$ cat src/rtl/psp_ram.sv
// generic single write port ram with registered read
`default_nettype none

module psp_ram #(
    parameter int WIDTH = 8,
    parameter int DEPTH = 16
) (
    input  wire logic                     clk,
    input  wire logic                     we,
    input  wire logic [$clog2(DEPTH)-1:0] waddr,
    input  wire logic [WIDTH-1:0]         wdata,
    input  wire logic [$clog2(DEPTH)-1:0] raddr,
    output logic      [WIDTH-1:0]         rdata
);

    logic [WIDTH-1:0] mem_reg [DEPTH];
    logic [WIDTH-1:0] rdata_reg;

    always_ff @(posedge clk)
    begin
        if (we)
        begin
            mem_reg[waddr] <= wdata;
        end
        rdata_reg <= mem_reg[raddr];
    end

    assign rdata = rdata_reg;

endmodule

`default_nettype wire

$ cat config.mk
export PLATFORM = sky130hd
export DESIGN_NAME = psp_ram
export DESIGN_NICKNAME = d
export VERILOG_FILES = /design/src/rtl/psp_ram.sv
export SDC_FILE = /design/constraint.sdc
export NUM_CORES = 1
export LEC_CHECK = 0
export BUFFER_PORTS_ARGS = -buffer_cell sky130_fd_sc_hd__clkbuf_2
export CAP_MARGIN = 10
export CORE_MARGIN = 5
export CORE_UTILIZATION = 65
export DETAILED_ROUTE_END_ITERATION = 8
export PLACE_DENSITY = 0.87
export SLEW_MARGIN = 20
export SYNTH_ARGS = -nofsm -noshare
export SYNTH_HDL_FRONTEND = slang
export SYNTH_SLANG_ARGS = --single-unit
$ cat constraint.sdc
create_clock -name clk -period 3.18 [get_ports clk]
set_clock_uncertainty 0.05 [all_clocks]
set_input_delay 0.636 -clock clk [delete_from_list [all_inputs] [get_ports clk]]
set_output_delay 0.636 -clock clk [all_outputs]
set_load 0.05 [all_outputs]
# After elaboration in Yosys (flattened, before gate mapping)
# Memories as Yosys holds them, arrays and structs flattened. A register that Yosys moved wholly into a read port is not among the register bits.
# Index checks and enable logic that the tools add are counted.
[op_classes] n_mux=2
[op_table] cell="$mux W1" count=2
[word_totals] elab_cells=3 n_memories=1 out_inout_bits=8 mem_bits_rw=128 register_bits=0 input_bits=18
[memory_table] name="mem_reg" depth=16 width=8 read_ports=1 rd_clocked_by_memory_dff=1 wr=1 line="16" text="logic [WIDTH-1:0] mem_reg [DEPTH];"

# Depth between registers and ports, before layout
[logic_depth] ltp_word=2 mapped_depth=5 mapped_depth_nobuf=3

# Worst setup path after synthesis
# No wires, ideal clock.
[synth_timing] path_kind="input to register" start="in waddr[2]" end="mem mem_reg[0][0] (enable)" arrival_ns=1.746 required_time_ns=2.747 n_path_buf=0 setup_slack_ns=1.001 setup_time_ns=0.383 path_stages=2 cell_sequence="or3b_2 -> nor3_1"
[synth_lines] element="from (decl)" line="10" text="input wire logic [$clog2(DEPTH)-1:0] waddr,"
[synth_lines] element="to (decl)" line="16"
# No word-level cell before the write port.

==> flow_summary.ini <==
[run_status]
outcome = completed

[clock_network]
worst_skew_pair.late_latency_ps = 510
cts_tree = built
hold_buffers = 0
cts_setup_buffers = 0
clockBufferDepth = 2
cts_max_level = 4
clk_pin_slew_worst_paths_ps = 60
cts_num_sinks = 136
root_buffer = clkbuf_8
cts_resized = 0
cts-buffers-inserted = 17

[hold_path]
hp-class = in -> reg

[drt]
vias = 2576
wl_per_cell_um = 26.8
drc_errors = 0
antenna_left = 0
detail_route.wirelength_um = 10600
firstDrtPassIters = 5
via_per_inst = 6.54
drt_iter0_markers = 247

[synthesis]
async_flop_share_pct = 0
seq_area_frac_synth_pct = 77.8
syn-cell-area_um2 = 5150
synth.most_common_cell = edfxtp_1
synth_edf_count = 128
synth-main-ff-cell = edfxtp_1
synth_area_leader_cell = edfxtp_1
synth.distinct_cells = 19
synth.area.top_cells = edfxtp_1, mux4_2, mux4_1
syn_avg_cell_area_um2 = 22.5
synth_top_area_share_pct = 74.7
syn_nets = 247
synth_common_cells = edfxtp_1, mux4_2, a22oi_1
synth_seq_cells = 136
yosys_warnings = 0
synth_cells = 229

[pwr]
total_power_mw = 4.30
p_per_area_nw_per_um2 = 708
p_leak_nw = 2.08
peakVddDrop_uv = 542

[placed_design]
io_buffers = 25
dpl_cell_area_um2 = 5450
hpwl_um = 6180
gp_congestion = 0.772

[timing]
clock.fmax_mhz = 500
setup_viol = 0
period_needed_ps = 2000
rsz0062_at_grt = no
drv_slew = 0
relSlewSlack_pct = 36.2
hold_viol_final = 0
min_period_over_period_pct = 62.9
tns_ps = 0
whs_ps = 499
tightestPinTransition_ps = 953

[global_routing]
overflow = 0
grt_pass1_vias = 2707
grt_max_degree = 17
grt.total_usage_pct = 23.5
antenna_found_initial = 0
grt_pass1_wl_um = 16100

[floorplan]
die_x_um = 99.0
die_area_um2 = 9800
io_pins = 26
dieHeight_um = 99.0
core-area_um2 = 7730
initial_core_util_pct = 66.6
rows = 32

[worst_setup_path]
crit_chain = clkbuf_2 > buf_4 > mux4_1 > a22oi_1 > nand2_1
cp-start-kind = input port
cp_top_family = buffers and inverters
ff2ff_setup_slack_ps = 1660
cp-end-kind = flip-flop
cp_num_cells = 5
required_ps = 3520
critPathMaxFanout = 13
r2r_start = mem_reg[1][1]
worstSetupStartpoint = raddr[0]
critPathCapture = rdata[3]
crit_path_max_incr_delay_ps = 590
critPathKind = in -> reg
cp_slowest_cell = mux4_1
timing.rr.end = rdata[1]
r2r_cells = 3
arrival_ps = 2340
cp_num_buf_inv = 2

[finish]
area_growth_pct = 17.9
n_antenna_cell = 0
nFillCells = 362
stdcell_area_um2 = 6070
nets = 297
largest_reg_flops = 128
drive_gt1_share_pct = 30.5

[job]
max-cap-violations = 0
## worst min-delay path by stage
stage | start | end | slack (ps) | cells after the start
final | wdata[2] | mem_reg[6][2] | 500 | 1
after global routing | wdata[2] | mem_reg[4][2] | 510 | 1
after CTS | wdata[2] | mem_reg[6][2] | 480 | 1
after detailed placement | mem_reg[14][4] | rdata[4] | 610 | 3
after global placement | mem_reg[11][1] | rdata[1] | 600 | 3
after floorplan | mem_reg[7][0] | rdata[0] | 580 | 3
## cells in the final DEF, fill, tap and decap left out, drive strengths merged
master | synthesis | routed
bufinv | 0 | 5
mux4 | 32 | 32
clkinv | 0 | 4
nand2b | 2 | 2
nor2b | 1 | 1
clkbuf | 0 | 44
nor3 | 4 | 4
edfxtp | 128 | 128
nor2 | 13 | 13
and2 | 1 | 1
dfxtp | 8 | 8
nand2 | 9 | 9
nand3b | 2 | 2
buf | 7 | 16
clkinvlp | 0 | 4
a22oi | 16 | 16
and2b | 1 | 1
nand3 | 1 | 1
or3b | 1 | 1
## power by group
| part | total, mW | internal, mW | switching, mW |
|---|---|---|---|
| Clock | 2.06 | 1.35 | 0.710 |
| Sequential | 2.02 | 2.00 | 0.0131 |
| Combinational | 0.226 | 0.0782 | 0.147 |
| Total | 4.30 | 3.43 | 0.871 |
## layer usage
layer | routed length [um] | track usage (%) | up-vias | part of all wire, %
met5 | 0 | 0 | - | 0
met4 | 206 | 7.67 | 0 | 1.9
met3 | 979 | 9.13 | 21 | 9.3
met2 | 5320 | 37.2 | 160 | 50
met1 | 4070 | 30.5 | 1318 | 38
li1 | - | - | 1077 | -
## through the flow
step / setup slack (ps) / cells / util, %
floorplan: 1000 / 229 / -
global placement: 769 / 362 / 70.5
detailed placement: 734 / 362 / 70.5
CTS: 1180 / 394 / 78.6
global route: 1160 / 394 / 78.6
finish: 1180 / 394 / 78.6
## layout make-up
type	count	area, um2	area share [%]
clock buffer	19	422	6.95
timing repair buffer	41	258	4.25
multi-input combinational	83	1060	17.4
sequential	136	4000	66.0
tap	102	128	2.10
clock inverter	13	203	3.34
## logic make-up after synthesis
group           Yosys count  share of synthesized area, %
compound gates           16                          2.33
simple gates             35                          3.18
flops                   136                          77.8
buf+inv                  10                          1.68
mux                      32                          15.0
Note: power is estimated with default switching activity, not from simulation.
