==> config.mk <==
export PLATFORM = sky130hd
export DESIGN_NAME = psp_front_flat
export DESIGN_NICKNAME = d
export VERILOG_FILES = /design/src/rtl/psp_pkg.sv /design/src/rtl/psp_if.sv /design/src/rtl/psp_front.sv /design/src/flat_wrapper.sv
export SDC_FILE = /design/constraint.sdc
export NUM_CORES = 1
export LEC_CHECK = 0
export BUFFER_PORTS_ARGS = -buffer_cell sky130_fd_sc_hd__buf_2
export CORE_ASPECT_RATIO = 0.5
export CORE_MARGIN = 1.5
export CORE_UTILIZATION = 24
export CTS_CLUSTER_DIAMETER = 50
export DETAILED_ROUTE_END_ITERATION = 10
export PLACE_DENSITY = 0.77
export RECOVER_POWER = 100
export SLEW_MARGIN = 30
export SYNTH_ARGS = -nofsm -noshare
export SYNTH_HDL_FRONTEND = slang
export SYNTH_SLANG_ARGS = --single-unit
==> constraint.sdc <==
create_clock -name clk -period 0.85 [get_ports clk]
set_input_delay 0 -clock clk [delete_from_list [all_inputs] [get_ports clk]]
set_output_delay 0 -clock clk [all_outputs]
set_load 0.01 [all_outputs]
==> src/rtl/psp_pkg.sv <==
// shared types and constants of the polygon support point block
`default_nettype none

package psp_pkg;

    localparam int MAX_VERTICES = 64;
    localparam int ADDR_W       = $clog2(MAX_VERTICES);
    localparam int CNT_W        = $clog2(MAX_VERTICES + 1);

    localparam int COORD_W = 24;
    localparam int INDEX_W = 6;
    localparam int COUNT_W = 7;
    localparam int DIST_W  = 48;
    localparam int PROD_W  = 2 * COORD_W;
    localparam int SUM_W   = PROD_W + 1;
    localparam int VERT_W  = 2 * COORD_W;

    localparam int APB_ADDR_W = 2;
    localparam int APB_DATA_W = 32;

    localparam int QUEUE_DEPTH = 2;
    localparam int QPTR_W      = $clog2(QUEUE_DEPTH);

    localparam logic [APB_ADDR_W-1:0] REG_VERTEX_COUNT   = '0;
    localparam logic [COUNT_W-1:0]    VERTEX_COUNT_RESET = COUNT_W'(1);

    localparam logic signed [SUM_W-1:0] DIST_MAX_SUM =
        {{(SUM_W - DIST_W + 1){1'b0}}, {(DIST_W - 1){1'b1}}};

    typedef logic signed [COORD_W-1:0] coord_t;
    typedef logic signed [DIST_W-1:0]  dist_t;

    typedef enum logic
    {
        KIND_LOAD  = 1'b0,
        KIND_QUERY = 1'b1
    } kind_t;

    typedef struct packed
    {
        kind_t             kind;
        logic [ADDR_W-1:0] index;
        logic [CNT_W-1:0]  count;
        coord_t            x;
        coord_t            y;
    } op_t;

    typedef enum logic [1:0]
    {
        S_IDLE,
        S_SCAN,
        S_FINISH
    } back_state_t;

    // number of vertices actually scanned for a programmed count
    function automatic logic [CNT_W-1:0] scan_count(input logic [COUNT_W-1:0] cfg);
        logic [CNT_W-1:0] n;
        if (cfg == '0)
        begin
            n = CNT_W'(1);
        end
        else if (int'(cfg) > MAX_VERTICES)
        begin
            n = CNT_W'(MAX_VERTICES);
        end
        else
        begin
            n = CNT_W'(cfg);
        end
        return n;
    endfunction

endpackage

`default_nettype wire

==> src/rtl/psp_if.sv <==
// item and result channel interfaces
`default_nettype none

interface psp_in_if import psp_pkg::*; ();
    logic               valid;
    logic               ready;
    logic               kind;
    logic [INDEX_W-1:0] vertex_index;
    coord_t             coord_x;
    coord_t             coord_y;

    modport source (output valid, output kind, output vertex_index, output coord_x,
                    output coord_y, input ready);
    modport sink (input valid, input kind, input vertex_index, input coord_x,
                  input coord_y, output ready);
endinterface


`default_nettype wire

==> src/rtl/psp_front.sv <==
// item intake, classification and configuration register
`default_nettype none

module psp_front import psp_pkg::*; (
    input  wire logic                  clk,
    input  wire logic                  rst_n,
    psp_in_if.sink                     item,
    input  wire logic                  psel,
    input  wire logic                  penable,
    input  wire logic                  pwrite,
    input  wire logic [APB_ADDR_W-1:0] paddr,
    input  wire logic [APB_DATA_W-1:0] pwdata,
    output logic      [APB_DATA_W-1:0] prdata,
    output logic                       pready,
    output op_t                        push_op,
    output logic                       push_valid,
    input  wire logic                  push_ready
);

    logic [COUNT_W-1:0] vcount_reg;
    logic [COUNT_W-1:0] vcount_next;
    kind_t              kind;
    logic               cfg_write;

    assign pready    = 1'b1;
    assign cfg_write = psel && penable && pwrite && pready && (paddr == REG_VERTEX_COUNT);

    always_comb
    begin
        vcount_next = vcount_reg;
        if (cfg_write)
        begin
            vcount_next = pwdata[COUNT_W-1:0];
        end
    end

    always_ff @(posedge clk or negedge rst_n)
    begin
        if (!rst_n)
        begin
            vcount_reg <= VERTEX_COUNT_RESET;
        end
        else
        begin
            vcount_reg <= vcount_next;
        end
    end

    assign prdata = (paddr == REG_VERTEX_COUNT) ? APB_DATA_W'(vcount_reg) : '0;

    // loads outside the store are taken and dropped
    assign kind       = kind_t'(item.kind);
    assign item.ready = push_ready;
    assign push_valid = item.valid &&
                        ((kind == KIND_QUERY) || (int'(item.vertex_index) < MAX_VERTICES));

    assign push_op.kind  = kind;
    assign push_op.index = ADDR_W'(item.vertex_index);
    assign push_op.count = scan_count(vcount_reg);
    assign push_op.x     = item.coord_x;
    assign push_op.y     = item.coord_y;

endmodule

`default_nettype wire

==> src/flat_wrapper.sv <==
// flat-port wrapper written by rule: the top's interface ports become plain ports
module psp_front_flat import psp_pkg::*;
  (clk, rst_n, psel, penable, pwrite, paddr, pwdata, prdata, pready, push_op, push_valid, push_ready, item_valid, item_kind, item_vertex_index, item_coord_x, item_coord_y, item_ready);
  psp_in_if item_i ();
  input  wire logic clk;
  input  wire logic rst_n;
  input  wire logic psel;
  input  wire logic penable;
  input  wire logic pwrite;
  input  wire logic [APB_ADDR_W-1:0] paddr;
  input  wire logic [APB_DATA_W-1:0] pwdata;
  output logic      [APB_DATA_W-1:0] prdata;
  output logic pready;
  output op_t push_op;
  output logic push_valid;
  input  wire logic push_ready;
  input wire logic [$bits(item_i.valid)-1:0] item_valid;
  input wire logic [$bits(item_i.kind)-1:0] item_kind;
  input wire logic [$bits(item_i.vertex_index)-1:0] item_vertex_index;
  input wire logic [$bits(item_i.coord_x)-1:0] item_coord_x;
  input wire logic [$bits(item_i.coord_y)-1:0] item_coord_y;
  output wire logic [$bits(item_i.ready)-1:0] item_ready;
  assign item_i.valid = item_valid;
  assign item_i.kind = item_kind;
  assign item_i.vertex_index = item_vertex_index;
  assign item_i.coord_x = item_coord_x;
  assign item_i.coord_y = item_coord_y;
  assign item_ready = item_i.ready;
  psp_front u_core (.clk(clk), .rst_n(rst_n), .item(item_i), .psel(psel), .penable(penable), .pwrite(pwrite), .paddr(paddr), .pwdata(pwdata), .prdata(prdata), .pready(pready), .push_op(push_op), .push_valid(push_valid), .push_ready(push_ready));
endmodule
After elaboration in Yosys (flattened, before gate mapping):

Cells that the tools add are included.
Widths: inputs -> output; s select.

* order comparisons: 1
* mux-type cells: 3
* reduce and logical (&&, ||, !) cells: 5

Operator list (number)
* $mux 7: 3
* $gt 7x7->1 const B: 1
* $logic_not 7->1: 1
* $logic_and 1x1->1: 3
* $logic_not 2->1: 1

* flip-flop bits (word level): 7
* input port bits: 96
* logic and storage cells: 10

Logic depth before layout (Yosys ltp):

* depth after elaboration: 3
* mapped depth: 3
* mapped depth without buffers: 3

Worst setup path after synthesis:

No wires, ideal clock.

* path kind: register to register
* from: register u_core.vcount_reg[6] (netlist name)
* to: register u_core.vcount_reg[6]
* library setup time: 0.125 ns
* arrival: 0.686 ns
* required time: 0.725 ns
* path slack: 0.039 ns
* stages on the path, launching flop included: 2
* path buffers: 0
* period minus slack after synthesis: 0.811 ns
* cell sequence: dfrtp_1 mux2_2

RTL lines
* end signal, assigned: RTL line psp_front.sv:45 `vcount_reg <= vcount_next;`
* end, declared: RTL line psp_front.sv:20 `logic [COUNT_W-1:0] vcount_reg;`

==> results_dict.tcl <==
set metrics [dict create \
    status "finished, violations left" \
    violations "negative setup slack" \
    mostFrequentLayoutCell "conb_1" \
    clk_path_buf_depth 2 \
    crit_arrival_ps 1120 \
    postRouteAntennaNets 0 \
    grt_pass1_wl_um 2330 \
    final_cell_mix "conb_1, buf_2, buf_6" \
    grt_remaining_overflow 0 \
    end_kind "primary output" \
    die_x_um 95.4 \
    syn_to_final_growth_pct -13.4 \
    crit_path_start_kind "flip-flop" \
    start_util_pct 25.6 \
    cts.sinks 7 \
    nNetsFinal 195 \
    min_path_type "in -> out" \
    timing.setup.tns_ps -2060 \
    final_critical_path_setup_slack_ps -270 \
    r2r_cells 2 \
    drc_errors 0 \
    fp-row-count 16 \
    final_area_um2 886 \
    die_area_mm2 0.00469 \
    hpwl_um 1250 \
    grt_max_degree 8 \
    cp.required_ps 850 \
    synth_area_mm2 0.00102 \
    grt_pass1_vias 501 \
    antenna_found_initial 0 \
    endpoint "push_op[51]" \
    synth.distinct_cells 13 \
    maxCapViolCount 0 \
    cts_root_buf "clkbuf_8" \
    syn_inst 118 \
    drt_wl_total_um 1530 \
    p_sw_share_pct 30.7 \
    switchingPower_uw 505 \
    critPathKind "reg -> out" \
    pwr-share-clk_pct 28.1 \
    num_antenna_cells 0 \
    path_clk_slew_ps 40 \
    dr.pass1.iters 3 \
    track_usage_pct 6.38 \
    ir_worst_vdd_mv 1.66 \
    routed-via-count 525 \
    worst_path_max_delay_cell "dfrtp_1" \
    core_mm2 0.00400 \
    layout-drive-gt1-share_pct 58.2 \
    intPower_mw 1.14 \
    fin_crit_sh_pct 132 \
    fin_crit_ps 1120 \
    p_leak_nw 0.453 \
    n_fill_cell 464 \
    dieHeight_um 49.2 \
    largest_reg_flops 7 \
    ys_seq_area_share_pct 17.2 \
    combPwrFrac_pct 41.3 \
    cts_buffers 3 \
    max_freq_mhz 893 \
    h-tree-depth 1 \
    portBuffers 27 \
    setup_violations 14 \
    syn_area_per_cell_um2 8.67 \
    hold_violations 0 \
    place_area_um2 734 \
    pwr-share-seq_pct 30.6 \
    r2r_start "u_core.vcount_reg[0]" \
    ys_seq_elements 7 \
    finalWeightedCongestion 0.660 \
    p_per_area_mw_per_mm2 1860 \
    rsz0062_at_grt "yes" \
    cp-startpoint "u_core.vcount_reg[3]" \
    reg2reg_setup_slack_ps 20 \
    max_stage_delay_ps 400 \
    wl_per_cell_um 10.1 \
    path_max_fanout 3 \
    dr.first_iter.drc_count 1 \
    finClkSkew_ps 0 \
    num_io_pins 193 \
    crit_chain "buf_4, buf_6, nor2b_1, buf_2" \
    cts_tree "built" \
    ys_warn_count 0 \
    final_max_slew_viol_count 0 \
    reg2reg_to "u_core.vcount_reg[0]" \
    viasPerCell 3.45 \
    clk_latency_ps 220 \
]
## final cells by class
cell class	instances	area, um^2	area share [%]
clock buffers	4	45.0	5.08
multi-input cells	51	327	36.9
flip-flops and latches	7	178	20.1
well taps	54	67.6	7.63
repair buffers	36	269	30.4
## synthesized netlist by cell type
library cell | count | area, um^2
buf_4 | 83 | 623
and2_2 | 7 | 52.6
mux2_2 | 7 | 78.8
dfrtp_1 | 6 | 150
nor2b_1 | 5 | 31.3
conb_1 | 2 | 7.51
nor2_1 | 2 | 7.51
a21oi_1 | 1 | 5.00
clkbuf_1 | 1 | 3.75
dfstp_2 | 1 | 26.3
nand4_4 | 1 | 21.3
nor2_4 | 1 | 11.3
nor3_1 | 1 | 5.00
## metal layers
metal / up-vias / GRT usage (%) / wire length [um]
li1: 215 / - / -
met1: 237 / 5.63 / 450
met2: 63 / 10.2 / 761
met3: 10 / 4.52 / 244
met4: 0 / 4.73 / 72
met5: - / 0 / 0
## kinds of logic (layout without fill, tap and decap cells)
family	Yosys count	count (layout)	share of synthesized area, %
flops	7	7	17.2
mux	7	7	7.70
simple gates	17	17	12.6
compound gates	1	1	0.489
other cells	2	26	0.734
buf+inv	84	40	61.2
## worst max-delay path: cells and delay by family (launching register included)
kind | cells | cell delay [ps]
flip-flops | 1 | 400
buffers and inverters | 3 | 380
AND/OR/NAND/NOR | 1 | 110
## power by group through the flow
stage / registers [mW] / clock network (mW) / logic [mW]
6_report: 0.504 / 0.464 / 0.680
4_1_cts: 0.501 / 0.477 / 0.619
5_1_grt: 0.517 / 0.493 / 0.743
3_3_place_gp: 0.485 / 0 / 0.531
3_5_place_dp: 0.490 / 0 / 0.540
2_1_floorplan: 0.480 / 0 / 0.648
## how the worst min path moves through the flow
| stage | endpoint | slack (ps) | from | depth (start not counted) |
|---|---|---|---|---|
| after floorplan | u_core.vcount_reg[1] | -300 | rst_n | 0 |
| after global placement | u_core.vcount_reg[3] | -170 | rst_n | 1 |
| after detailed placement | u_core.vcount_reg[2] | -160 | rst_n | 1 |
| after CTS | push_op[11] | 0.07 | item_coord_y[11] | 0 |
| after global routing | push_op[0] | 0.03 | item_coord_y[0] | 0 |
| final | push_op[45] | 0.004 | item_coord_x[21] | 0 |
## timing repair
item	4_1_cts	5_1_grt
hold endpoints to repair	7	0
endpoints found under the setup margin	14	15
pin swaps	1	2
resized for setup	17	4
hold buffers	1	0
buffers inserted	0	2
## per-stage QoR
step	power (mW)	hold slack [ps]	util [%]	worst slack (ps)	cells
floorplan	1.13	-296	-	39.1	142
global placement	1.02	-167	18.3	-3.73	145
detailed placement	1.03	-161	18.3	-35.5	145
CTS	1.60	0.0686	21.4	-253	150
global route	1.75	0.0280	22.1	-322	152
finish	1.65	0.00383	22.1	-270	152
No activity file was read; power rests on OpenSTA's default activity.
