### config.mk
export PLATFORM = sky130hd
export DESIGN_NAME = psp_back_flat
export DESIGN_NICKNAME = d
export VERILOG_FILES = /design/src/rtl/psp_pkg.sv /design/src/rtl/psp_if.sv /design/src/rtl/psp_back.sv /design/src/flat_wrapper.sv
export SDC_FILE = /design/constraint.sdc
export NUM_CORES = 2
export LEC_CHECK = 0
export ABC_AREA = 1
export BUFFER_PORTS_ARGS = -buffer_cell sky130_fd_sc_hd__buf_2
export CORE_MARGIN = 2
export CORE_UTILIZATION = 30
export DETAILED_ROUTE_END_ITERATION = 16
export MAX_ROUTING_LAYER = met4
export PLACE_DENSITY_LB_ADDON = 0.3
export SETUP_SLACK_MARGIN = 0.1
export SLEW_MARGIN = 20
export SYNTH_ARGS = -nofsm -noshare
export SYNTH_HDL_FRONTEND = slang
export SYNTH_SLANG_ARGS = --single-unit
export TNS_END_PERCENT = 50
### constraint.sdc
create_clock -name clk -period 8.7 [get_ports clk]
set_input_delay 1.305 -clock clk [delete_from_list [all_inputs] [get_ports clk]]
set_output_delay 1.305 -clock clk [all_outputs]
set_load 0.01 [all_outputs]
### src/rtl/psp_pkg.sv
// shared types and constants of the polygon support point block
`default_nettype none

package psp_pkg;

    localparam int MAX_VERTICES = 64;
    localparam int ADDR_W       = $clog2(MAX_VERTICES);
    localparam int CNT_W        = $clog2(MAX_VERTICES + 1);

    localparam int COORD_W = 24;
    localparam int INDEX_W = 6;
    localparam int COUNT_W = 7;
    localparam int DIST_W  = 48;
    localparam int PROD_W  = 2 * COORD_W;
    localparam int SUM_W   = PROD_W + 1;
    localparam int VERT_W  = 2 * COORD_W;

    localparam int APB_ADDR_W = 2;
    localparam int APB_DATA_W = 32;

    localparam int QUEUE_DEPTH = 2;
    localparam int QPTR_W      = $clog2(QUEUE_DEPTH);

    localparam logic [APB_ADDR_W-1:0] REG_VERTEX_COUNT   = '0;
    localparam logic [COUNT_W-1:0]    VERTEX_COUNT_RESET = COUNT_W'(1);

    localparam logic signed [SUM_W-1:0] DIST_MAX_SUM =
        {{(SUM_W - DIST_W + 1){1'b0}}, {(DIST_W - 1){1'b1}}};

    typedef logic signed [COORD_W-1:0] coord_t;
    typedef logic signed [DIST_W-1:0]  dist_t;

    typedef enum logic
    {
        KIND_LOAD  = 1'b0,
        KIND_QUERY = 1'b1
    } kind_t;

    typedef struct packed
    {
        kind_t             kind;
        logic [ADDR_W-1:0] index;
        logic [CNT_W-1:0]  count;
        coord_t            x;
        coord_t            y;
    } op_t;

    typedef enum logic [1:0]
    {
        S_IDLE,
        S_SCAN,
        S_FINISH
    } back_state_t;

    // number of vertices actually scanned for a programmed count
    function automatic logic [CNT_W-1:0] scan_count(input logic [COUNT_W-1:0] cfg);
        logic [CNT_W-1:0] n;
        if (cfg == '0)
        begin
            n = CNT_W'(1);
        end
        else if (int'(cfg) > MAX_VERTICES)
        begin
            n = CNT_W'(MAX_VERTICES);
        end
        else
        begin
            n = CNT_W'(cfg);
        end
        return n;
    endfunction

endpackage

`default_nettype wire

### src/rtl/psp_if.sv
// item and result channel interfaces
`default_nettype none


interface psp_out_if import psp_pkg::*; ();
    logic   valid;
    logic   ready;
    coord_t extreme_x;
    coord_t extreme_y;
    dist_t  extreme_distance;

    modport source (output valid, output extreme_x, output extreme_y,
                    output extreme_distance, input ready);
    modport sink (input valid, input extreme_x, input extreme_y,
                  input extreme_distance, output ready);
endinterface

`default_nettype wire

### src/rtl/psp_back.sv
// scan engine: vertex writes and support point search
`default_nettype none

module psp_back import psp_pkg::*; (
    input  wire logic              clk,
    input  wire logic              rst_n,
    input  wire op_t               pop_op,
    input  wire logic              pop_valid,
    output logic                   pop_ready,
    output logic                   ram_we,
    output logic [ADDR_W-1:0]      ram_waddr,
    output logic [VERT_W-1:0]      ram_wdata,
    output logic [ADDR_W-1:0]      ram_raddr,
    input  wire logic [VERT_W-1:0] ram_rdata,
    psp_out_if.source              result
);

    back_state_t state_reg;
    back_state_t state_next;

    logic [CNT_W-1:0] iss_reg;
    logic [CNT_W-1:0] iss_next;
    logic             iss_active_reg;
    logic             iss_active_next;
    logic [CNT_W-1:0] count_reg;
    logic             start;

    logic rd_vld_reg, rd_vld_next;
    logic rd_first_reg, rd_first_next;
    logic rd_last_reg, rd_last_next;
    logic mul_vld_reg, mul_vld_next;
    logic mul_first_reg, mul_first_next;
    logic mul_last_reg, mul_last_next;
    logic out_valid_reg, out_valid_next;
    logic load_out;

    coord_t dir_x_reg;
    coord_t dir_y_reg;
    coord_t rd_x;
    coord_t rd_y;
    coord_t mvx_reg;
    coord_t mvy_reg;
    coord_t best_x_reg;
    coord_t best_y_reg;
    coord_t out_x_reg;
    coord_t out_y_reg;
    dist_t  out_d_reg;

    logic signed [PROD_W-1:0] px_next;
    logic signed [PROD_W-1:0] py_next;
    logic signed [PROD_W-1:0] px_reg;
    logic signed [PROD_W-1:0] py_reg;
    logic signed [SUM_W-1:0]  sum;
    logic signed [SUM_W-1:0]  best_d_reg;
    logic                     take_best;

    assign pop_ready = (state_reg == S_IDLE);
    assign start     = pop_valid && pop_ready && (pop_op.kind == KIND_QUERY);

    assign ram_we    = pop_valid && pop_ready && (pop_op.kind == KIND_LOAD);
    assign ram_waddr = pop_op.index;
    assign ram_wdata = {pop_op.x, pop_op.y};
    assign ram_raddr = iss_reg[ADDR_W-1:0];

    assign rd_x    = coord_t'(ram_rdata[VERT_W-1:COORD_W]);
    assign rd_y    = coord_t'(ram_rdata[COORD_W-1:0]);
    assign px_next = rd_x * dir_x_reg;
    assign py_next = rd_y * dir_y_reg;

    // strictly greater keeps the lowest index on ties
    assign sum       = SUM_W'(px_reg) + SUM_W'(py_reg);
    assign take_best = mul_vld_reg && (mul_first_reg || (sum > best_d_reg));

    assign load_out = (state_reg == S_FINISH) && (!out_valid_reg || result.ready);

    always_comb
    begin
        state_next      = state_reg;
        iss_next        = iss_reg;
        iss_active_next = iss_active_reg;
        rd_vld_next     = iss_active_reg;
        rd_first_next   = (iss_reg == '0);
        rd_last_next    = (iss_reg == count_reg - 1'b1);
        mul_vld_next    = rd_vld_reg;
        mul_first_next  = rd_first_reg;
        mul_last_next   = rd_last_reg;
        out_valid_next  = out_valid_reg;
        if (result.ready)
        begin
            out_valid_next = 1'b0;
        end
        if (iss_active_reg)
        begin
            iss_next = iss_reg + 1'b1;
            if (rd_last_next)
            begin
                iss_active_next = 1'b0;
            end
        end
        unique case (state_reg)
            S_IDLE:
            begin
                if (start)
                begin
                    iss_next        = '0;
                    iss_active_next = 1'b1;
                    state_next      = S_SCAN;
                end
            end
            S_SCAN:
            begin
                if (mul_vld_reg && mul_last_reg)
                begin
                    state_next = S_FINISH;
                end
            end
            S_FINISH:
            begin
                if (load_out)
                begin
                    out_valid_next = 1'b1;
                    state_next     = S_IDLE;
                end
            end
            default:
            begin
                state_next = S_IDLE;
            end
        endcase
    end

    always_ff @(posedge clk or negedge rst_n)
    begin
        if (!rst_n)
        begin
            state_reg      <= S_IDLE;
            iss_reg        <= '0;
            iss_active_reg <= 1'b0;
            rd_vld_reg     <= 1'b0;
            rd_first_reg   <= 1'b0;
            rd_last_reg    <= 1'b0;
            mul_vld_reg    <= 1'b0;
            mul_first_reg  <= 1'b0;
            mul_last_reg   <= 1'b0;
            out_valid_reg  <= 1'b0;
        end
        else
        begin
            state_reg      <= state_next;
            iss_reg        <= iss_next;
            iss_active_reg <= iss_active_next;
            rd_vld_reg     <= rd_vld_next;
            rd_first_reg   <= rd_first_next;
            rd_last_reg    <= rd_last_next;
            mul_vld_reg    <= mul_vld_next;
            mul_first_reg  <= mul_first_next;
            mul_last_reg   <= mul_last_next;
            out_valid_reg  <= out_valid_next;
        end
    end

    always_ff @(posedge clk)
    begin
        if (start)
        begin
            dir_x_reg <= pop_op.x;
            dir_y_reg <= pop_op.y;
            count_reg <= pop_op.count;
        end
        px_reg  <= px_next;
        py_reg  <= py_next;
        mvx_reg <= rd_x;
        mvy_reg <= rd_y;
        if (take_best)
        begin
            best_d_reg <= sum;
            best_x_reg <= mvx_reg;
            best_y_reg <= mvy_reg;
        end
        if (load_out)
        begin
            out_x_reg <= best_x_reg;
            out_y_reg <= best_y_reg;
            out_d_reg <= (best_d_reg > DIST_MAX_SUM) ? DIST_MAX_SUM[DIST_W-1:0]
                                                     : best_d_reg[DIST_W-1:0];
        end
    end

    assign result.valid            = out_valid_reg;
    assign result.extreme_x        = out_x_reg;
    assign result.extreme_y        = out_y_reg;
    assign result.extreme_distance = out_d_reg;

endmodule

`default_nettype wire

### src/flat_wrapper.sv
// flat-port wrapper written by rule: the top's interface ports become plain ports
module psp_back_flat import psp_pkg::*;
  (clk, rst_n, pop_op, pop_valid, pop_ready, ram_we, ram_waddr, ram_wdata, ram_raddr, ram_rdata, result_valid, result_extreme_x, result_extreme_y, result_extreme_distance, result_ready);
  psp_out_if result_i ();
  input  wire logic clk;
  input  wire logic rst_n;
  input  wire op_t pop_op;
  input  wire logic pop_valid;
  output logic pop_ready;
  output logic ram_we;
  output logic [ADDR_W-1:0] ram_waddr;
  output logic [VERT_W-1:0] ram_wdata;
  output logic [ADDR_W-1:0] ram_raddr;
  input  wire logic [VERT_W-1:0] ram_rdata;
  output wire logic [$bits(result_i.valid)-1:0] result_valid;
  output wire logic [$bits(result_i.extreme_x)-1:0] result_extreme_x;
  output wire logic [$bits(result_i.extreme_y)-1:0] result_extreme_y;
  output wire logic [$bits(result_i.extreme_distance)-1:0] result_extreme_distance;
  input wire logic [$bits(result_i.ready)-1:0] result_ready;
  assign result_valid = result_i.valid;
  assign result_extreme_x = result_i.extreme_x;
  assign result_extreme_y = result_i.extreme_y;
  assign result_extreme_distance = result_i.extreme_distance;
  assign result_i.ready = result_ready;
  psp_back u_core (.clk(clk), .rst_n(rst_n), .pop_op(pop_op), .pop_valid(pop_valid), .pop_ready(pop_ready), .ram_we(ram_we), .ram_waddr(ram_waddr), .ram_wdata(ram_wdata), .ram_raddr(ram_raddr), .ram_rdata(ram_rdata), .result(result_i));
endmodule
# After elaboration in Yosys (flattened, before gate mapping)
# Cells that the tools add are included.
totals:
  input_bits: 114
  elab_cells: 63
  ff_bits: 409
  out_inout_bits: 159
classes:
  muxes: 14
  n_addsub: 3
  eq_ne: 6
  bitwise: 1
  mul: 2
  reduce_logical: 12
  order_cmp: 2
op_table:
  columns: ["operator", "count"]
  rows:
  - ["$mul A24 B24 Y48", 2]
  - ["$add A48 B48 Y49", 1]
  - ["$gt A49 B48 Y1 const B", 1]
  - ["$gt A49 B49 Y1", 1]
  - ["$mux W7", 3]
  - ["$add A7 B1 Y7 const B", 1]
  - ["$eq A7 B7 Y1", 1]
  - ["$logic_not A7 Y1", 1]
  - ["$mux W1", 7]
  - ["$sub A7 B1 Y7 const B", 1]
  - ["$logic_and A1 B1 Y1", 6]
  - ["$mux W2", 3]
  - ["$pmux W2 S3", 1]
  - ["$ne A2 B1 Y1 const B", 2]
  - ["$reduce_and A3 Y1", 1]
  - ["$eq A2 B1 Y1 const B", 1]
  - ["$eq A2 B2 Y1 const B", 1]
  - ["$logic_not A2 Y1", 1]
  - ["$logic_or A1 B1 Y1", 2]
  - ["$ne A2 B2 Y1 const B", 1]
  - ["$logic_not A1 Y1", 1]
  - ["$not A1 Y1", 1]

# Logic depth before layout (Yosys ltp)
logic_depth:
  depth_word: 6
  ltp_mapped: 31
  mapped_depth_nobuf: 30

# Worst setup path after synthesis
# Ideal clock, no wire load.
synth_timing:
  path_kind: "input to register"
  start: "input port ram_rdata[23]"
  end: "register u_core.py_reg[47]"
  cell_stages: 28
  setup_ns: 0.112
  arrival_ns: 7.237
  slack_ns: 1.351
  required_time_ns: 8.588
  cell_sequence: "clkbuf_1 -> nand2_1 -> inv_1 -> fa_1 -> inv_1 -> fa_1 -> inv_1 -> fa_1 -> inv_1 -> fa_1 -> inv_1 -> fa_1 -> inv_1 -> fa_1 -> inv_1 -> fa_1 -> ha_1 -> nand2_1 -> nor3_1 -> nand2_1 -> inv_1 -> nand2_1 -> nor2_1 -> nand2_1 -> nand3_1 -> inv_1 -> nand2_1 -> nand2_1"
synth_between:
  elab_chain_cells: 1
synth_lines:
  columns: ["item", "line_no", "source"]
  rows:
  - ["from (decl)", "flat_wrapper.sv:14", "input wire logic [VERT_W-1:0] ram_rdata;"]
  - ["$mul A24 B24 Y48", "psp_back.sv:68", "assign py_next = rd_y * dir_y_reg;"]
  - ["net u_core.py_next[47]", "psp_back.sv:50", "logic signed [PROD_W-1:0] py_next;"]
  - ["to (signal assigned)", "psp_back.sv:171", "py_reg <= py_next;"]
  - ["to (decl)", "psp_back.sv:52", "logic signed [PROD_W-1:0] py_reg;"]
# The timed path passes the listed nets, and every way through them passes these cells.
# A chain may end at the register's enable or synchronous reset.

# Worst setup path in the final report
layout_timing:
  start: "input port ram_rdata[23]"
  end: "register u_core.py_reg[45]"
# Same word-level chain as after synthesis.

==> run_results.csv <==
group,metric,value,unit
status,outcome,"complete, no violations",
global_route,grt_max_degree,59,
setup_path,cp_top_family,"adder cells",
timing,setup_viol,0,
setup_path,worstReg2RegEnd,"u_core.px_reg[16]",
setup_path,critical_path.max_stage_delay,700,ps
setup_path,crit_cells,25,
drt,dr.pass1.iters,5,
global_route,grt_pass1_vias,48700,
finish,syn2layout_area_growth,9.40,%
drt,drc_errors,0,
global_route,gr-total-overflow,0,
timing,period_share,86.1,%
clock_network,cts_resized,0,
synth,ys_seq_elements,409,
timing,fin_tns_setup,0,ps
setup_path,worstSetupStartpointType,"primary input",
synth,yosysWarnings,0,
synth,ys_types,47,
floorplan,rows,165,
worst_hold_path,hp-class,"flop to flop",
timing,hold_slack,348,ps
clock_network,postCtsSetupBuffers,0,
floorplan,die_area,208000,um^2
setup_path,worstRegToRegCells,21,
setup_path,rrSetupSlack,1350,ps
clock_network,cts.sinks,409,
synth,ys_seq_area_share,17.6,%
global_route,grt_pass1_wl,282,mm
setup_path,rr_startpoint,"u_core.dir_x_reg[6]",
floorplan,io-pin-count,273,
placement,place.gp.congestion,0.922,
global_route,grtUsageTotal,17.8,%
setup_path,path_class,"primary input to flop",
synth,synth-edff-count,248,
worst_hold_path,hold_depth,0,
finish,drive_gt1_share,6.91,%
floorplan,core,203000,um^2
timing,clock_skew,59.8,ps
timing,slew_viol_final,0,
timing,setup_ws,1210,ps
placement,place_area,65300,um^2
drt,antenna_left,0,
placement,pre_cts_ws,469,ps
drt,vias,44700,
timing,slew_headroom,24.4,%
timing,timing.fmax,133,MHz
synth,syn_nets,8865,
setup_path,endpoint,"u_core.py_reg[45]",
timing,rsz0062_at_grt,"false",
floorplan,die_x,456,um
timing,layout_min_cycle_time,7490,ps
drt,post_drt_wl_per_cell,17.6,um
synth,synth_cells,7168,
setup_path,path_buf_inv,9,
floorplan,start_util,30.3,%
placement,dp_hpwl,149,mm
setup_path,critPathCaptureType,"flop",
finish,nets,8990,
worst_hold_path,hp-start,"u_core.mul_first_next",
drt,wl,176,mm
setup_path,crit_fanout,7,
synth,synthFlopType,"edfxtp_1",
clock_network,path_clk_slew,60,ps
setup_path,cp_slowest_cell,"fa_1",
global_route,antenna_found_initial,6,
setup_path,required,9280,ps
clock_network,cts_max_level,2,
setup_path,cp.arrival,8070,ps
timing,finalHoldViolCount,0,
synth,avgSynthCellArea,8.55,um^2
drt,viasPerCell,4.46,
clock_network,cts_tree,"yes",
clock_network,cts_hold_buf,0,
clock_network,clock_latency,690,ps
timing,worst_slew_pin_slew,1130,ps
clock_network,clockBufferDepth,3,
synth,syn_area,61300,um^2
finish,postLayoutCellArea,67000,um^2
clock_network,cts_root_buffer,"clkbuf_16",
synth,async_reset_ff_share,4.16,%
placement,port_buffers,260,
setup_path,critPathLaunch,"ram_rdata[23]",
finish,largest_reg_flops,49,
drt,drt_iter0_markers,2784,
floorplan,dieHeight,456,um
clock_network,cts_made_buffers,50,
flow_run,drv_cap,0,
==> layout make-up <==
| type | instances | area (um^2) |
|---|---|---|
| Tap cell | 2672 | 3340 |
| Inverter | 2087 | 7840 |
| Clock buffer | 58 | 1310 |
| Fill cell | 21000 | 135000 |
| Antenna cell | 2 | 5.00 |
| Timing Repair Buffer | 330 | 1850 |
| Sequential cell | 409 | 10800 |
| Multi-Input combinational cell | 4415 | 41500 |
| Clock inverter | 36 | 432 |
==> placed cells by master, fill, tap and decap left out, drive strengths merged, types with 8 or more instances in the layout <==
cell    instances
inv          2098
nand2        1744
fa           1215
ha            368
nor2          330
buf           330
edfxtp        248
a21oi         184
dfxtp         144
nand3         142
o21ai         124
xor2           93
clkbuf         58
xnor2          35
nor3           32
o21bai         28
nand4          28
a21o           19
or2            18
dfrtp          17
clkinv         17
a31oi          10
a21boi         10
nor4            8
==> per-layer routing <==
layer | routed length, um | vias up | global-route usage [%]
met1 | 78500 | 22600 | 23.5
met5 | 0 | - | -
met4 | 4470 | 0 | 4.32
li1 | - | 20800 | -
met3 | 8420 | 212 | 1.84
met2 | 85100 | 1100 | 29.5
==> cell usage after synthesis (3+ instances only) <==
master    count  area, um^2
a21boi_0      6        45.0
a21o_1       19         143
a21oi_1     179         896
a21oi_2       5        43.8
a31oi_1      10        62.6
and3_1        7        43.8
buf_4        60         450
clkbuf_1    197         739
dfrtp_1      17         425
dfxtp_1     144        2880
edfxtp_1    248        7450
fa_1       1215       24300
ha_1        368        4600
inv_1      2074        7780
inv_2        12        45.0
nand2_1    1732        6500
nand2_2      12        75.1
nand3_1     137         686
nand3_2       5        50.1
nand3b_1      5        37.5
nand4_1      28         175
nor2_1      318        1190
nor2_2       11        68.8
nor3_1       26         130
nor3_2        6        60.1
nor4_1        3        18.8
nor4_2        5        62.6
o211ai_1      4        30.0
o21a_1        6        45.0
o21ai_0     104         521
o21ai_1      13        65.1
o21ai_2       7        61.3
o21bai_1     28         210
or2_2        17         106
xnor2_1      35         307
xor2_1       93         815
==> per-stage QoR <==
| stage | utilization [%] | std cells |
|---|---|---|
| floorplan | - | 7168 |
| global placement | 32.2 | 9912 |
| detailed placement | 32.2 | 9912 |
| CTS | 33.1 | 10000 |
| global route | 33.1 | 10000 |
| finish | 33.1 | 10000 |
==> cells by family after synthesis <==
logic type	after synthesis	synth area share, %
compound gates	388	3.60
simple gates	2316	15.1
xor+xnor	128	1.83
fa+ha+maj	1583	47.2
buf+inv	2344	14.7
flops	409	17.6
==> worst min path at each step <==
stage,endpoint,slack [ps]
after global placement,u_core.mul_last_reg,330
after global routing,u_core.mul_first_reg,360
after CTS,u_core.mul_first_reg,350
final,u_core.mul_first_reg,350
after detailed placement,u_core.mul_first_reg,340
after floorplan,u_core.mul_first_reg,330
Power is left out: the tool's default activity adds up to more than one toggle a clock period on the data nets, which glitch-free logic cannot reach.
