$ cat src/rtl/psp_pkg.sv
// shared types and constants of the polygon support point block
`default_nettype none

package psp_pkg;

    localparam int MAX_VERTICES = 64;
    localparam int ADDR_W       = $clog2(MAX_VERTICES);
    localparam int CNT_W        = $clog2(MAX_VERTICES + 1);

    localparam int COORD_W = 24;
    localparam int INDEX_W = 6;
    localparam int COUNT_W = 7;
    localparam int DIST_W  = 48;
    localparam int PROD_W  = 2 * COORD_W;
    localparam int SUM_W   = PROD_W + 1;
    localparam int VERT_W  = 2 * COORD_W;

    localparam int APB_ADDR_W = 2;
    localparam int APB_DATA_W = 32;

    localparam int QUEUE_DEPTH = 2;
    localparam int QPTR_W      = $clog2(QUEUE_DEPTH);

    localparam logic [APB_ADDR_W-1:0] REG_VERTEX_COUNT   = '0;
    localparam logic [COUNT_W-1:0]    VERTEX_COUNT_RESET = COUNT_W'(1);

    localparam logic signed [SUM_W-1:0] DIST_MAX_SUM =
        {{(SUM_W - DIST_W + 1){1'b0}}, {(DIST_W - 1){1'b1}}};

    typedef logic signed [COORD_W-1:0] coord_t;
    typedef logic signed [DIST_W-1:0]  dist_t;

    typedef enum logic
    {
        KIND_LOAD  = 1'b0,
        KIND_QUERY = 1'b1
    } kind_t;

    typedef struct packed
    {
        kind_t             kind;
        logic [ADDR_W-1:0] index;
        logic [CNT_W-1:0]  count;
        coord_t            x;
        coord_t            y;
    } op_t;

    typedef enum logic [1:0]
    {
        S_IDLE,
        S_SCAN,
        S_FINISH
    } back_state_t;

    // number of vertices actually scanned for a programmed count
    function automatic logic [CNT_W-1:0] scan_count(input logic [COUNT_W-1:0] cfg);
        logic [CNT_W-1:0] n;
        if (cfg == '0)
        begin
            n = CNT_W'(1);
        end
        else if (int'(cfg) > MAX_VERTICES)
        begin
            n = CNT_W'(MAX_VERTICES);
        end
        else
        begin
            n = CNT_W'(cfg);
        end
        return n;
    endfunction

endpackage

`default_nettype wire

$ cat src/rtl/psp_queue.sv
// short operation queue between intake and scan engine
`default_nettype none

module psp_queue import psp_pkg::*; (
    input  wire logic clk,
    input  wire logic rst_n,
    input  wire op_t  push_op,
    input  wire logic push_valid,
    output logic      push_ready,
    output op_t       pop_op,
    output logic      pop_valid,
    input  wire logic pop_ready
);

    op_t               entry_reg [QUEUE_DEPTH];
    logic [QPTR_W-1:0] wr_ptr_reg;
    logic [QPTR_W-1:0] wr_ptr_next;
    logic [QPTR_W-1:0] rd_ptr_reg;
    logic [QPTR_W-1:0] rd_ptr_next;
    logic [QPTR_W:0]   fill_reg;
    logic [QPTR_W:0]   fill_next;
    logic              push;
    logic              pop;

    assign push_ready = (fill_reg != (QPTR_W + 1)'(QUEUE_DEPTH));
    assign pop_valid  = (fill_reg != '0);
    assign push       = push_valid && push_ready;
    assign pop        = pop_valid && pop_ready;
    assign pop_op     = entry_reg[rd_ptr_reg];

    always_comb
    begin
        wr_ptr_next = wr_ptr_reg;
        rd_ptr_next = rd_ptr_reg;
        fill_next   = fill_reg;
        if (push)
        begin
            wr_ptr_next = wr_ptr_reg + 1'b1;
        end
        if (pop)
        begin
            rd_ptr_next = rd_ptr_reg + 1'b1;
        end
        if (push && !pop)
        begin
            fill_next = fill_reg + 1'b1;
        end
        else if (pop && !push)
        begin
            fill_next = fill_reg - 1'b1;
        end
    end

    always_ff @(posedge clk or negedge rst_n)
    begin
        if (!rst_n)
        begin
            wr_ptr_reg <= '0;
            rd_ptr_reg <= '0;
            fill_reg   <= '0;
        end
        else
        begin
            wr_ptr_reg <= wr_ptr_next;
            rd_ptr_reg <= rd_ptr_next;
            fill_reg   <= fill_next;
        end
    end

    always_ff @(posedge clk)
    begin
        if (push)
        begin
            entry_reg[wr_ptr_reg] <= push_op;
        end
    end

endmodule

`default_nettype wire

$ cat config.mk
export PLATFORM = sky130hd
export DESIGN_NAME = psp_queue
export DESIGN_NICKNAME = d
export VERILOG_FILES = /design/src/rtl/psp_pkg.sv /design/src/rtl/psp_queue.sv
export SDC_FILE = /design/constraint.sdc
export NUM_CORES = 1
export LEC_CHECK = 0
export ABC_AREA = 1
export BUFFER_PORTS_ARGS = -buffer_cell sky130_fd_sc_hd__buf_2
export CAP_MARGIN = 5
export CELL_PAD_IN_SITES_DETAIL_PLACEMENT = 1
export CELL_PAD_IN_SITES_GLOBAL_PLACEMENT = 2
export CORE_MARGIN = 5
export CORE_UTILIZATION = 31
export DETAILED_ROUTE_END_ITERATION = 8
export PLACE_DENSITY_LB_ADDON = 0.08
export REMOVE_ABC_BUFFERS = 1
export SYNTH_ARGS = -nofsm -noshare
export SYNTH_HDL_FRONTEND = slang
export SYNTH_SLANG_ARGS = --single-unit
$ cat constraint.sdc
create_clock -name clk -period 3.6 [get_ports clk]
set_input_delay 0.36 -clock clk [delete_from_list [all_inputs] [get_ports clk]]
set_output_delay 0.36 -clock clk [all_outputs]
set_load 0.01 [all_outputs]
Yosys cells after proc, flatten, opt, wreduce, memory -nomap -nowiden
Memory sizes are Yosys's and may differ from the RTL's.
Cells that the tools add are included.

cells by class
  equal/unequal tests = 1
  $add $sub $neg = 4
  reduce and logical (&&, ||, !) cells = 8
  multiplexer cells = 4

operators by type and width
  kind                 count
  $logic_and 1x1->1    4
  $mux 2               2
  $reduce_bool 2->1    2
  $add 1x1->1 const B  2
  $add 2x1->2 const B  1
  $logic_not 1->1      2
  $mux 1               2
  $ne 2x2->1 const B   1
  $sub 2x1->2 const B  1

word-level totals
  bits of input ports = 66
  memories = 1
  output and inout port bits = 64
  bits in registers = 4
  memory bits (writable) = 124

memory list
  name       depth  bits a word  rd ports  clocked after Yosys merged registers in  wr ports  line             RTL
  entry_reg  2      62           1         0                                        1         psp_queue.sv:15  op_t entry_reg [QUEUE_DEPTH];

Depth between registers and ports, before layout
Gate-level depths: netlist (run 1).

  word-level depth = 6
  depth in mapped cells = 10
  gate-level depth less buffers = 10

Least setup slack after synthesis (run 1)
No wires, ideal clock.

  path kind = flip-flop to flip-flop
  start point = reg fill_reg[0]
  end point = mem entry_reg[0][0] (netlist name) (enable)
  arrival = 3247 ps
  stages on the path, launching flop included = 5
  required time = 3118 ps
  setup slack = -129 ps
  path buffers = 0
  clock period less this slack = 3729 ps
  cell sequence = dfrtp_1 -> inv_1 -> nand2_1 -> nand2_2 -> nor2_1

between the ends
  cells in the longest elaborated chain, start to end = 4

ends and longest elaborated chain
  what                          line             RTL
  from (decl)                   psp_queue.sv:20  logic [QPTR_W:0] fill_reg;
  from (signal assigned)        psp_queue.sv:66  fill_reg <= fill_next;
  $ne 2x2->1                    psp_queue.sv:25  assign push_ready = (fill_reg != (QPTR_W + 1)'(QUEUE_DEPTH));
  named net push_ready          psp_queue.sv:9   output logic push_ready,
  $logic_and 1x1->1             psp_queue.sv:27  assign push = push_valid && push_ready;
  $mux 1                        psp_queue.sv:72  if (push)
  $mux 1 (implied by the code)  psp_queue.sv:74  entry_reg[wr_ptr_reg] <= push_op;
  to (decl)                     psp_queue.sv:15

The timed path passes the listed nets, and every way through them passes these cells.

==> run metrics, run 1 <==
grt total ovfl=0; cts repair resizes=0; startpoint types=flip-flop; drt wl/cell=about 15 um; Mapped Avg Cell Area=13.6 sq um; antenna violations before repair=0; die area=18000 sq um; router iterations before antenna repair=4; CTS hold repair buffers=1; setup repair bufs after CTS=0; worst-skew pair later-pin latency=approximately 0.4 ns; synthesized flop and latch total=128; Residual DRC=0; WL final=approximately 11000 um; Slew @ Worst Pin=0.907 ns; DP Area=roughly 5600 sq um; Num CTS Buffers=17; n_diodes=0; port bufs=about 130; post-route cell area=about 6100 sq um; Max Clock Freq=about 470 MHz; sequential element share of the synthesized area=between 80 and 90%; worst hold path class=primary input to flip-flop; Synth top area share=between 70% and 80%; RSZ-0062 raised after global routing=no; PwrDens=842 nW/um^2; Initial DRC Count=between 90 and 100; Placer Congestion=0.640; DIE HEIGHT=about 130 um; relative slew slack=about 40%; Worst Path Max Fanout=63; final hold vios=0; Detailed Place HPWL=6770 um; via/cell ratio=between 4 and 5; GRT Total Usage=between 10 and 15%; Final ANT Viol Nets=0; number of flip-flops in the largest register=around 120; Max clock buf depth=2; Sequential cell area=between 3000 and 4000 sq um; Synth area leaders=edfxtp_1 (78%), nand2_1 (15%), dfrtp_1 (2.1%); WS Path Type=flip-flop to output pin; clk slew on worst S/H paths=0.05 ns; Max Slew Vio Count=0; CTS root buffer=clkbuf_16; fillers=1608; Syn Inst Count=approximately 350; Min Clock Period, post-route=2.15 ns; die width=around 130 um; Warnings, synthesis=0; vias in the first global route=about 3200; CP Capture Type=output pin; WP data arrival=roughly 1.8 ns; nets=roughly 560; layout cell share with drive strength beyond 1=32.3%; row cnt=45; CTS tree=built; Sinks on Clock Net=128; Max rail drop VDD=0.000297 V; Boundary Pins=130; Post-Syn Area=approximately 4800 sq um; Fin Clk Skew=about 0.0035 ns; fin util=around 40%; Max Cap Viol=0; Fin Hold WS=0.139 ns; via count=2965; leakage=roughly 2.6 nW; status=completed; fin crit share=between 50% and 60%; Synth area leader=edfxtp_1; final setup fails=0; first-pass GRT wire length=between 15000 and 20000 um; number of H-tree levels=4; largest net degree at the start of global routing=64; CP required=between 3 and 4 ns; Starting Density=between 30% and 40%; area of the multi-input gates=~810 sq um; core area=about 15000 sq um; Cell variety after synth=14; Area Growth Syn to Fin=27.3%
final cells by class:
type | instances | area share, %
Clock buffer | 21 | 7.25
Clock inverter | 10 | 0.783
Inverter | 7 | 0.515
Multi-Input combinational cell | 204 | 13.3
Sequential cell | 128 | 63.0
Tap cell | 188 | 3.87
Timing Repair Buffer | 134 | 11.3
layout by cell type, fill, tap and decap left out:
cell / count
clkinv_1: 2
nand4_1: 1
ha_1: 1
inv_1: 6
xor2_1: 1
edfxtp_1: 124
clkbuf_1: 4
nand3_1: 2
clkbuf_16: 17
dfrtp_2: 1
buf_2: 129
xnor2_1: 1
nand2_1: 195
inv_6: 1
dfrtp_1: 3
nor2_4: 2
dlygate4sd3_1: 1
clkinv_2: 8
nand2_2: 1
buf_4: 4
critical path, stage by stage, from the launching register on:
cell	delay, ns
dfrtp_2	0.55
inv_6	0.44
nand2_1	0.10
nand2_1	0.13
buf_2	0.15
cells in the mapped netlist, drive strengths merged:
| cell type | number |
|---|---|
| dfrtp | 4 |
| buf | 13 |
| edfxtp | 124 |
| inv | 7 |
| nand2 | 196 |
| nand4 | 1 |
| nand3 | 2 |
| xor2 | 1 |
| nor2 | 2 |
| ha | 1 |
| xnor2 | 1 |
stage by stage:
step,std cells,setup TNS [ns],total power [W],setup WS [ns]
4_1_cts,692,0,0.00525,1.37
5_1_grt,692,0,0.00549,1.26
2_1_floorplan,339,-16.03,0.00305,-0.129
3_3_place_gp,660,0,0.00377,1.73
3_5_place_dp,660,0,0.00380,1.70
6_report,692,0,0.00511,1.45
per-layer routing:
layer | vias to the layer above | part of all wire, % | track usage (%)
met3 | 15 | 6.6 | 4.65
met4 | 0 | 1.4 | 5.60
met2 | 87 | 49 | 20.0
met1 | 1398 | 43 | 14.8
li1 | 1465 | - | -
met5 | - | 0 | 0
report_power, final:
group / internal, W / switching (W)
Sequential: 0.00205 / 0.000113
Combinational: 0.000491 / 0.00104
Clock: 0.000856 / 0.000561
final timing paths:
path | from | to | slack [ns] | cells after the start
min in group asynchronous | rst_n | fill_reg[1] | 0.29 | 2
min | push_op[44] | entry_reg[0][44] | 0.14 | 1
max reg2reg | fill_reg[0] | entry_reg[1][34] | 1.71 | 5
max | rd_ptr_reg | pop_op[55] | 1.45 | 4
min reg2reg | fill_reg[1] | fill_reg[1] | 0.50 | 2
max in group asynchronous | rst_n | rd_ptr_reg | 3.16 | 2
cell families (layout without fill, tap and decap cells):
logic type	Yosys count	after routing	synth area share [%]
simple gates	201	201	16.0
flops	128	128	80.1
buf+inv	20	172	3.25
xor+xnor	2	2	0.367
fa+ha+maj	1	1	0.262
No activity file was read; power rests on OpenSTA's default activity.
==> run 2: changes to the inputs <==
Settings changed: ABC_AREA 1 to 0, CORE_UTILIZATION 31 to 35.
Clock period 3.6 ns to 1.84 ns, I/O delays scaled along.
==> run 2 against run 1 <==
Combinational power grew 130%. Final area grew 15%. Non-clock buffer count grew 66. Die area shrank 7.2%. Wire length shrank 7.5%. Register-to-register slack lost 1.4 ns. Final cell count shrank 11%. Hold slack lost 0.069 ns. Via count shrank 10%. Critical endpoint is now pop_op[1]. Sequential share of layout area shrank 8.3 points. Flip-flop and latch count is the same.
==> run metrics, run 2 <==
most frequent cells in the layout=buf_2 (129), edfxtp_1 (124), dlygate4sd3_1 (63); WL final=9860 um (-7.5%); CTS tree=built; Placed Cells=520 (-21%); final setup fails=0 (unchanged); grt total ovfl=0 (unchanged); PwrDens=1510 nW/um^2 (+80%); Boundary Pins=130 (unchanged); Mapped Avg Cell Area=23.5 sq um (+74%); Area Growth Syn to Fin=40.9%; Setup TNS=0 ns (unchanged); r2r worst-path depth=4 (-1); critical-path cell list=buf_6 -> mux2_4 -> buf_2; Warnings, synthesis=0 (unchanged); Max Cap Viol=0 (unchanged); status=completed; Worst Path Max Fanout=14 (-78%); n_diodes=0 (unchanged); most common cell after layout, fill and taps aside=buf_2; number of flip-flops in the largest register=124 (unchanged); leakage=2.83 nW (+7.8%); nets=490 (-12%); Max clock buf depth=2 (unchanged); Sinks on Clock Net=128 (unchanged); worst hold path class=primary input to flip-flop; via count=2667 (-10%); Top Family by Delay on Critical Path=flip-flops; RR Endpoint=entry_reg[0][41]; antenna violations before repair=0 (unchanged); hold worst-path end=rd_ptr_reg; first-pass GRT wire length=15200 um (-8.0%); sequential element share of the synthesized area=77.0% (-3.2 points); row cnt=43 (-4.4%); final hold vios=0 (unchanged); Residual DRC=0 (unchanged); WS Path Type=flip-flop to output pin; router iterations before antenna repair=4 (unchanged); Max Slew Vio Count=0 (unchanged); CTS root buffer=clkbuf_16; die width=129 um (-3.7%); vias in the first global route=3040 (-3.5%); startpoint types=flip-flop; Placer Congestion=0.673 (+5.1%); Cell variety after synth=15 (+1); hold path startpoint=pop_ready; r2r startpoint=fill_reg[0]; Post-synth top flop=edfxtp_1; fin crit share=96.9%; most common cell in the netlist=edfxtp_1; die area=16700 sq um (-7.2%); Fin Clk Skew=0.00664 ns (+0.00318 ns); worst-skew pair later-pin latency=0.41 ns (about the same); max incr delay on CP=0.47 ns (-0.08 ns); via/cell ratio=4.34 (+1.2%); DIE HEIGHT=129 um (-3.7%); Post-synth ARST share=3.13% (unchanged); Slew @ Worst Pin=0.303 ns (-0.604 ns); Post-Syn Area=4970 sq um (+4.1%); drt wl/cell=16.0 um (+4.1%); Detailed Place HPWL=6470 um (-4.3%); Buf/Inv on CP=2 (unchanged); synthesized flop and latch total=128 (unchanged); WHS Path Cells=3 (+2); Syn Inst Count=211 (-40%); layout cell share with drive strength beyond 1=51.5% (+19 points); Synth area leaders=edfxtp_1 (75%), mux2_4 (18%), buf_12 (2.4%); WP data arrival=1.60 ns (-0.19 ns); Max Clock Freq=561 MHz; Min Clock Period, post-route=1.78 ns; fin cells=615 (-11%); Num CTS Buffers=17 (unchanged); commonest cells in the netlist=edfxtp_1 (124), mux2_4 (59), buf_12 (6); core area=13900 sq um (-8.4%); RSZ-0062 raised after global routing=yes; critical path's slowest cell=dfrtp_4; port bufs=129 (unchanged); clk slew on worst S/H paths=0.05 ns (about the same); Initial DRC Count=148 (+59%); Synth top area share=74.9% (-3.1 points); Max rail drop VDD=0.000730 V (+150%); relative slew slack=79.7% (+40 points); Starting Density=35.8% (+4.3 points); largest net degree at the start of global routing=33 (-48%); CP required=1.66 ns (-1.58 ns); CP Capture Type=output pin; EDFF count, synth=124 (unchanged); Final ANT Viol Nets=0 (unchanged); r2r setup slk=0.29 ns (-1.42 ns); GRT Total Usage=12.4% (about the same); Synth area leader=edfxtp_1; fillers=1328 (-17%); number of H-tree levels=4 (unchanged)
## run 2: layout make-up
type                       instances  area, sq um  area share (%)
clock buffer                      19          433            6.19
clock inverter                    12         76.3            1.09
inverter                           1         3.75          0.0536
multi-input combinational         75         1020            14.6
sequential                       128         3830            54.7
tap                              180          225            3.22
timing repair buffer             200         1420            20.2
## run 2: tightest hold or removal path: cells and delay by family
kind / cells / cell delay [ns]
buffers and inverters: 1 / 0.09
XOR/XNOR: 1 / 0.07
AND/OR/NAND/NOR: 1 / 0.09
## run 2: how the worst max path moves through the flow
stage / end / start / cells after the start
4_1_cts: pop_op[1] / rd_ptr_reg / 3
3_5_place_dp: entry_reg[0][4] / fill_reg[0] / 4
3_3_place_gp: pop_op[1] / rd_ptr_reg / 3
5_1_grt: pop_op[1] / rd_ptr_reg / 3
6_report: pop_op[1] / rd_ptr_reg / 3
2_1_floorplan: entry_reg[0][0] / fill_reg[0] / 3
## run 2: layer usage
metal	vias to the layer above	share of wire [%]	GRT usage (%)
met2	82	51	20.8
met1	1306	40	13.8
met4	0	2.5	6.36
met5	-	0	0
met3	22	7.1	4.53
li1	1257	-	-
## run 2: kinds of logic (layout without fill, tap and decap cells)
group | Yosys count | in the layout | synth area share (%)
xor gates and xnor gates | 5 | 5 | 0.882
adders and majority gates | 1 | 1 | 0.252
buffers and inverters | 8 | 232 | 2.72
DFF | 128 | 128 | 77.0
muxes | 62 | 62 | 18.5
and+or+nand+nor | 7 | 7 | 0.680
## run 2: report_power, final
part | internal (W) | switching [W] | leakage, nW
Clock | 0.00180 | 0.00109 | 0.253
Combinational | 0.00186 | 0.00166 | 1.38
Sequential | 0.00400 | 0.000197 | 1.20
## run 2: repair_timing
item	4_1_cts	5_1_grt
endpoints found under the hold margin	128	0
hold buffers	63	0
endpoints found under the setup margin	56	2
gates resized for setup	1	0
setup buffers	1	0
## run 2: per-stage QoR
stage / instance area, sq um / power [W] / hold slack (ns) / utilization (%) / setup slack, ns
after CTS: 7000 / 0.0108 / 0.0549 / 50.4 / 0.0182
after global placement: 5850 / 0.00772 / -0.000354 / 42.1 / 0.293
after floorplan: 4840 / 0.00638 / -0.112 / - / -1.94
after global routing: 7000 / 0.0112 / 0.0881 / 50.4 / -0.00293
after detailed placement: 5850 / 0.00775 / 0.00219 / 42.1 / 0.278
final: 7000 / 0.0106 / 0.0701 / 50.4 / 0.0573
==> run 3: changes to the inputs <==
Settings changed: BUFFER_PORTS_ARGS -buffer_cell sky130_fd_sc_hd__buf_2 to -buffer_cell sky130_fd_sc_hd__buf_4.
==> run 3 against run 2 <==
Critical path depth is the same. Maximum frequency shrank 0.58%. Clock skew is essentially flat. Setup slack lost 0.010 ns. Clock power grew 17%. Sequential share of layout area shrank 3.1 points. Core utilization grew 3.0 points. Count of clock-buffer cells in the layout shrank 2. Critical endpoint is now pop_op[33].
==> run metrics, run 3 (synthesis results as in run 2) <==
Max Clock Freq=558 MHz (-0.58%); row cnt=43 (unchanged); number of flip-flops in the largest register=124 (unchanged); Final ANT Viol Nets=0 (unchanged); antenna violations before repair=0 (unchanged); Fin Hold WS=0.0818 ns (+0.0117 ns); worst hold path class=primary input to flip-flop; largest net degree at the start of global routing=36 (+9.1%); Area Growth Syn to Fin=49.3%; n_diodes=0 (unchanged); clk slew on worst S/H paths=0.06 ns (about the same); PwrDens=1550 nW/um^2 (+2.5%); Max clock buf depth=2 (unchanged); setup repair bufs after CTS=0 (-1); port bufs=129 (unchanged); Setup TNS=0 ns (unchanged); Max Slew Vio Count=0 (unchanged); WP data arrival=1.61 ns (about the same); leakage=2.99 nW (+5.6%); CP required=1.66 ns (about the same); most frequent cells in the layout=buf_4 (129), edfxtp_1 (124), dlygate4sd3_1 (63); fillers=1280 (-3.6%); WS Path Type=flip-flop to output pin; Placer Congestion=0.664 (-1.3%); final hold vios=0 (unchanged); Fin Clk Skew=0.00621 ns (-0.000436 ns); DIE HEIGHT=129 um (unchanged); core area=13900 sq um (unchanged); Max rail drop VDD=0.000718 V (-1.7%); Starting Density=35.8% (unchanged); Sinks on Clock Net=128 (unchanged); first-pass GRT wire length=15400 um (+0.86%); CTS root buffer=clkbuf_16; via count=2661 (-0.22%); Min Clock Period, post-route=1.79 ns (+0.0103 ns); Boundary Pins=130 (unchanged); router iterations before antenna repair=4 (unchanged); GRT Total Usage=12.6% (+0.18 points); via/cell ratio=4.33 (-0.22%); Worst Path Max Fanout=26 (+12); grt total ovfl=0 (unchanged); CP Capture Type=output pin; nets=489 (-0.20%); die area=16700 sq um (unchanged); Max Cap Viol=0 (unchanged); most common cell after layout, fill and taps aside=buf_4; number of H-tree levels=4 (unchanged); worst-skew pair later-pin latency=0.41 ns (about the same); drt wl/cell=16.3 um (+1.5%); fin crit share=97.4% (+0.56 points); layout cell share with drive strength beyond 1=52.4% (+0.92 points); relative slew slack=85.0% (+5.3 points); status=completed; Num CTS Buffers=17 (unchanged); Slew @ Worst Pin=0.224 ns (-0.0789 ns); CTS tree=built; die width=129 um (unchanged); startpoint types=flip-flop; vias in the first global route=2901 (-4.6%); RSZ-0062 raised after global routing=yes; Detailed Place HPWL=6580 um (+1.7%); final setup fails=0 (unchanged); Initial DRC Count=119 (-20%); WL final=10000 um (+1.5%); Residual DRC=0 (unchanged)
==> run 3: changes by cell type in the layout (fill, tap and decap cells not counted), sizes merged <==
cell and change:
bufinv +3, clkbuf -2, clkinv -2, clkinvlp +2, buf -1
==> run 3: final cells by class <==
cell class              count  area [sq um]  area share, %
flip-flops and latches    128          3830           51.6
clock inverters            15           174           2.35
repair buffers            199          1730           23.3
multi-input cells          75          1030           13.9
inverters                   1          3.75         0.0506
clock buffers              17           425           5.74
well taps                 180           225           3.04
==> run 3: per-stage QoR <==
stage / setup WS (ns) / util, % / instances / total power [W] / instance area (sq um)
6_report: 0.0470 / 53.4 / 615 / 0.0115 / 7420
5_1_grt: -0.0118 / 53.4 / 615 / 0.0121 / 7420
4_1_cts: 0.00688 / 53.3 / 615 / 0.0117 / 7400
3_5_place_dp: 0.317 / 44.5 / 520 / 0.00817 / 6170
3_3_place_gp: 0.347 / 44.5 / 520 / 0.00814 / 6170
2_1_floorplan: -1.94 / - / 204 / 0.00638 / 4840
==> run 3: critical path, stage by stage, from the launching register on <==
cell,delay [ns]
dfrtp_4,0.51
buf_12,0.20
mux2_4,0.33
buf_4,0.14
==> run 3: worst paths after layout <==
path | slack (ns) | cells past startpoint | from | endpoint
max | 0.05 | 3 | rd_ptr_reg | pop_op[33]
min | 0.08 | 3 | pop_ready | rd_ptr_reg
max reg2reg | 0.32 | 6 | fill_reg[0] | fill_reg[1]
min reg2reg | 0.49 | 1 | fill_reg[1] | fill_reg[1]
max in group asynchronous | 1.61 | 2 | rst_n | rd_ptr_reg
min in group asynchronous | 0.12 | 2 | rst_n | fill_reg[0]
==> run 3: where the power goes <==
part,total (W),leakage [nW],switching (W),internal [W]
clock network,0.00337,0.290,0.00114,0.00223
logic,0.00396,1.50,0.00173,0.00223
registers,0.00419,1.20,0.000192,0.00400
==> run 3: timing repair <==
| action | 4_1_cts | 5_1_grt |
|---|---|---|
| hold buffers | 63 | 0 |
| resized for setup | 1 | 3 |
| endpoints found under the setup margin | 13 | 23 |
| hold endpoints to repair | 128 | 0 |
==> run 3: layer usage <==
layer  vias to the layer above  track usage (%)  wire length, um
met1                      1308             14.3             3960
li1                       1253                -                -
met3                        17             5.19              692
met5                         -                0                0
met4                         0             4.82              155
met2                        83             21.1             5200
